File: src/rtl/core/pnps_pkg.sv
`timescale 1ns / 1ps

package pnps_pkg;

	localparam int COORD_BITS = 24;
	localparam int IDX_FIELD_W = 10;
	localparam int DIST_W = 52;
	localparam int CNT_REG_W = 11;
	localparam int TOL_W = 32;
	localparam int CFG_DATA_W = 32;

	localparam int DEF_MAX_POINTS = 1024;
	localparam int CELL_COUNT = 2;
	localparam int CELL_BITS = 1;

	// Squares of magnitudes at or above 2^SAT_SHIFT saturate
	localparam int SAT_SHIFT = 26;
	localparam logic [DIST_W-1:0] DIST_MAX = {DIST_W{1'b1}};

	localparam logic [CNT_REG_W-1:0] POINT_COUNT_RST = CNT_REG_W'(1);
	localparam logic [TOL_W-1:0] STOP_TOL_RST = TOL_W'(1678);

	localparam logic OP_LOAD = 1'b0;
	localparam logic OP_QUERY = 1'b1;

	localparam logic REG_POINT_COUNT = 1'b0;
	localparam logic REG_STOP_TOL = 1'b1;

	typedef enum logic [1:0] {
		ST_IDLE,
		ST_SCAN,
		ST_DRAIN
	} state_t;

	typedef struct packed {
		logic operation;
		logic [IDX_FIELD_W-1:0] entry_index;
		logic signed [COORD_BITS-1:0] coord_x;
		logic signed [COORD_BITS-1:0] coord_y;
	} item_t;

	typedef struct packed {
		logic [IDX_FIELD_W-1:0] nearest_index;
		logic [DIST_W-1:0] min_distance_sq;
		logic stopped_early;
	} result_t;

	typedef struct packed {
		logic signed [COORD_BITS-1:0] x;
		logic signed [COORD_BITS-1:0] y;
	} point_t;

	typedef struct packed {
		logic valid;
		logic first;
		logic last;
	} scan_ctl_t;

endpackage

File: src/rtl/core/pnps_dist.sv
`timescale 1ns / 1ps

// Squared distance in three stages: difference and magnitude, square, sum.
module pnps_dist #(
	parameter int IDX_W = 10
) (
	input  logic                              clk,
	input  logic                              arst_n,
	input  pnps_pkg::scan_ctl_t               in_ctl,
	input  logic [IDX_W-1:0]                  in_idx,
	input  pnps_pkg::point_t                  in_pt,
	input  pnps_pkg::point_t                  qry_pt,
	output pnps_pkg::scan_ctl_t               out_ctl,
	output logic [IDX_W-1:0]                  out_idx,
	output logic [pnps_pkg::DIST_W-1:0]       out_dist
);

	localparam int DIFF_W = pnps_pkg::COORD_BITS + 1;
	localparam int SQ_W = 2 * DIFF_W;
	localparam int DIST_W = pnps_pkg::DIST_W;

	logic signed [DIFF_W-1:0] dx;
	logic signed [DIFF_W-1:0] dy;
	logic [DIFF_W-1:0] mag_x;
	logic [DIFF_W-1:0] mag_y;
	logic [SQ_W-1:0] sq_x;
	logic [SQ_W-1:0] sq_y;
	logic [DIST_W:0] sum;

	logic [DIFF_W-1:0] mag_x_s1;
	logic [DIFF_W-1:0] mag_y_s1;
	logic [DIST_W-1:0] sq_x_s2;
	logic [DIST_W-1:0] sq_y_s2;
	logic [DIST_W-1:0] dist_s3;
	logic [IDX_W-1:0] idx_s1;
	logic [IDX_W-1:0] idx_s2;
	logic [IDX_W-1:0] idx_s3;
	pnps_pkg::scan_ctl_t ctl_s1;
	pnps_pkg::scan_ctl_t ctl_s2;
	pnps_pkg::scan_ctl_t ctl_s3;

	assign dx = DIFF_W'(in_pt.x) - DIFF_W'(qry_pt.x);
	assign dy = DIFF_W'(in_pt.y) - DIFF_W'(qry_pt.y);
	assign mag_x = dx[DIFF_W-1] ? DIFF_W'(-dx) : DIFF_W'(dx);
	assign mag_y = dy[DIFF_W-1] ? DIFF_W'(-dy) : DIFF_W'(dy);

	assign sq_x = mag_x_s1 * mag_x_s1;
	assign sq_y = mag_y_s1 * mag_y_s1;

	assign sum = (DIST_W + 1)'(sq_x_s2) + (DIST_W + 1)'(sq_y_s2);

	always_ff @(posedge clk) begin
		mag_x_s1 <= mag_x;
		mag_y_s1 <= mag_y;
		idx_s1 <= in_idx;
		sq_x_s2 <= ((mag_x_s1 >> pnps_pkg::SAT_SHIFT) != '0) ?
			pnps_pkg::DIST_MAX : DIST_W'(sq_x);
		sq_y_s2 <= ((mag_y_s1 >> pnps_pkg::SAT_SHIFT) != '0) ?
			pnps_pkg::DIST_MAX : DIST_W'(sq_y);
		idx_s2 <= idx_s1;
		dist_s3 <= sum[DIST_W] ? pnps_pkg::DIST_MAX : sum[DIST_W-1:0];
		idx_s3 <= idx_s2;
	end

	always_ff @(posedge clk or negedge arst_n) begin
		if (!arst_n) begin
			ctl_s1 <= '0;
			ctl_s2 <= '0;
			ctl_s3 <= '0;
		end else begin
			ctl_s1 <= in_ctl;
			ctl_s2 <= ctl_s1;
			ctl_s3 <= ctl_s2;
		end
	end

	assign out_ctl = ctl_s3;
	assign out_idx = idx_s3;
	assign out_dist = dist_s3;

endmodule
File: config.mk
export PLATFORM = sky130hd
export DESIGN_NAME = pnps_dist
export DESIGN_NICKNAME = d
export VERILOG_FILES = /design/src/rtl/core/pnps_pkg.sv /design/src/rtl/core/pnps_dist.sv
export SDC_FILE = /design/constraint.sdc
export NUM_CORES = 2
export LEC_CHECK = 0
export ABC_CLOCK_PERIOD_IN_PS = 7500
export BUFFER_PORTS_ARGS = -buffer_cell sky130_fd_sc_hd__clkbuf_2
export CORE_ASPECT_RATIO = 0.75
export CORE_UTILIZATION = 59
export DETAILED_ROUTE_END_ITERATION = 10
export PLACE_DENSITY = 0.86
export SYNTH_ARGS = -nofsm -noshare
export SYNTH_HDL_FRONTEND = slang
export SYNTH_SLANG_ARGS = --single-unit
export TNS_END_PERCENT = 10
File: constraint.sdc
create_clock -name clk -period 7.5 [get_ports clk]
set_input_delay 1.125 -clock clk [delete_from_list [all_inputs] [get_ports clk]]
set_output_delay 1.125 -clock clk [all_outputs]
set_load 0.02 [all_outputs]
==> metrics.cfg <==
[clock_network]
cts_tree=done
h-tree-depth=1
ctsHoldBuffers=0
clock_latency_ns=0.60
cts.clk_slew.worst_paths_ns=0.07
clock-sinks=238
cts_buffers=26
root_buffer=clkbuf_16
cts_max_path_buffers=3

[timing]
setup_viol=0
fin_crit_sh=0.970
fin_ws_ns=0.224
hold_ws_ns=0.325
layout_min_cycle_time_ns=7.28
worst_pin_slew_ns=1.26
hold_viol=0
max_freq_ghz=0.137
rsz0062_at_grt=true
tns_ns=0
slew_headroom=0.156
skew_ns=0.0300
slew_violations=0

[floorplan]
initial_core_util=0.601
pin_count=176
die_h_um=246
core_um2=77600
dieWidth_um=327
core.rowCount=88
die-area_um2=80200

[global_routing]
grt_use_met3=0.0669
grt_pass1_vias=37400
overflow=0
grt-busiest-layer=met2
gr-usage-all-layers=0.283
antenna_found_initial=2
met1_usage=0.375
grt_first_pass_wirelength_mm=183
grt_max_degree=26
use_met2=0.467

[finish]
fillers=5966
final_cell_mix=inv_1, fa_1, ha_1, nand2_1, and2_1
fin_area_um2=50600
fin_nets=6882
drive_gt1_frac=0.0858
final_common_cell=inv_1
area_growth_pct=8.35

[routing]
drtIter0Drc=2731
drc=0
vias=35000
wirelength_mm=109
via_per_inst=5.45
drt_first_pass_iters=6
wl_per_cell_um=17.0
ant_nets=0

[worst_setup_path]
critPathLaunchType=flop
critical_path_arrival_ns=7.78
endpoint_kind=flop
worstPathMaxFanout=18
required_ns=8.00
worstSetupPathType=reg -> reg

[logic_synthesis]
synth_area_per_cell_um2=9.08
yosysSeqAreaShare=0.103
syn_nets=6657
ys_seq_elements=238
netlist_area_um2=46700
synth_warnings=0
synth_flop_cell=dfxtp_1
synthArstFlopShare=0.0378
netlist_instances=5138
synth_edf_count=0
netlist-cell-type-count=81

[worst_hold_path]
hold_class=reg -> reg

[placed_design]
io_buffers=174
detailed_place_hpwl_mm=92.4
placed_area_um2=49500
routabilityCongestion=0.956
dp_slack_ns=-0.169

[run]
maxCapViolCount=0

[status]
status=completed

==> synthesized netlist by cell type (all sizes together), types with 9 or more instances <==
master | n | area [µm²]
ha | 474 | 5930
nand4 | 27 | 169
a311oi | 13 | 114
xnor2 | 135 | 1180
a221oi | 9 | 78.8
o211ai | 24 | 180
and3 | 34 | 213
nor2b | 30 | 188
nand3 | 37 | 185
a211oi | 12 | 90.1
fa | 934 | 18700
xor2 | 91 | 805
and2 | 250 | 1560
nand2b | 22 | 138
a21o | 107 | 803
or2 | 13 | 81.3
dfxtp | 229 | 4580
nor3 | 32 | 175
inv | 1432 | 5380
nand2 | 426 | 1600
a31oi | 22 | 138
a21oi | 183 | 920
o21bai | 18 | 135
or4 | 10 | 78.8
clkbuf | 131 | 492
o21ai | 92 | 460
dfrtp | 9 | 225
nor2 | 179 | 672
o21a | 24 | 180
a211o | 9 | 78.8
==> state kept, by name (all words and copies together), names as in the netlist, 10 cells and up <==
signal	flops
sq_x_s2	49
idx_s1	10
mag_x_s1	25
mag_y_s1	25
out_dist	51
idx_s2	10
sq_y_s2	49
out_idx	10
==> critical path, cell delays in order, from the launching register on <==
cell and delay [ns]:
dfxtp_1 0.50, buf_4 0.20, buf_4 0.25, nand2_1 0.11
fa_1 0.48, inv_1 0.08, fa_1 0.56, inv_1 0.07
fa_1 0.42, fa_1 0.57, inv_1 0.06, fa_1 0.50
fa_1 0.49, inv_1 0.05, fa_1 0.47, inv_1 0.05
ha_1 0.33, and3_1 0.23, a221o_1 0.32, a21oi_1 0.25
a21oi_2 0.15, o2111ai_1 0.30, nand4bb_1 0.27, and3_1 0.23
a311oi_1 0.23
==> cell families (layout without fill, tap and decap cells) <==
family,after synthesis,count (layout),share of synthesized area
buffers and inverters,1567,1811,0.126
other,1,2,0.0000803
flip-flops,238,238,0.103
multiplexers,9,9,0.00204
AO/OA/AOI/OAI,595,595,0.0841
AND/OR/NAND/NOR,1094,1094,0.114
adder cells (fa/ha/maj),1408,1408,0.528
XOR/XNOR,226,226,0.0426
==> final timing paths <==
| check | start | to | slack (ns) | cells after the start |
|---|---|---|---|---|
| min | idx_s2[7] | out_idx[7] | 0.32 | 0 |
| min reg2reg | idx_s2[7] | out_idx[7] | 0.32 | 0 |
| min in group asynchronous | arst_n | out_ctl[1] | 0.36 | 1 |
| max reg2reg | mag_x_s1[18] | sq_x_s2[48] | 0.22 | 24 |
| max in group asynchronous | arst_n | out_ctl[2] | 6.96 | 1 |
| max | mag_x_s1[18] | sq_x_s2[48] | 0.22 | 24 |
==> repair_timing <==
item,in CTS,in global routing
endpoints found under the setup margin,3,23
pin swaps,0,4
setup buffers,0,1
resized for setup,10,59
hold endpoints to repair,0,0
==> final cells by class <==
class	instances	area (µm²)	area share
sequential	238	4880	0.0964
inverter	1432	5380	0.106
multi-input combinational	3333	36100	0.713
timing repair buffer	332	2120	0.0419
clock inverter	16	163	0.00322
antenna	1	2.50	0.0000495
tap	1035	1290	0.0256
clock buffer	31	689	0.0136
==> metrics by stage <==
step           std cells  utilization
5_1_grt             6417        0.651
2_1_floorplan       5138            -
3_3_place_gp        6369        0.638
4_1_cts             6416        0.649
3_5_place_dp        6369        0.638
6_report            6418        0.651
==> per-layer routing <==
layer / vias up / part of all wire
li1: 16000 / -
met1: 17500 / 0.40
met2: 1330 / 0.47
met3: 238 / 0.096
met4: 0 / 0.027
met5: - / 0
Power is left out: the tool's default activity adds up to more than one toggle a clock period on the data nets, which glitch-free logic cannot reach.
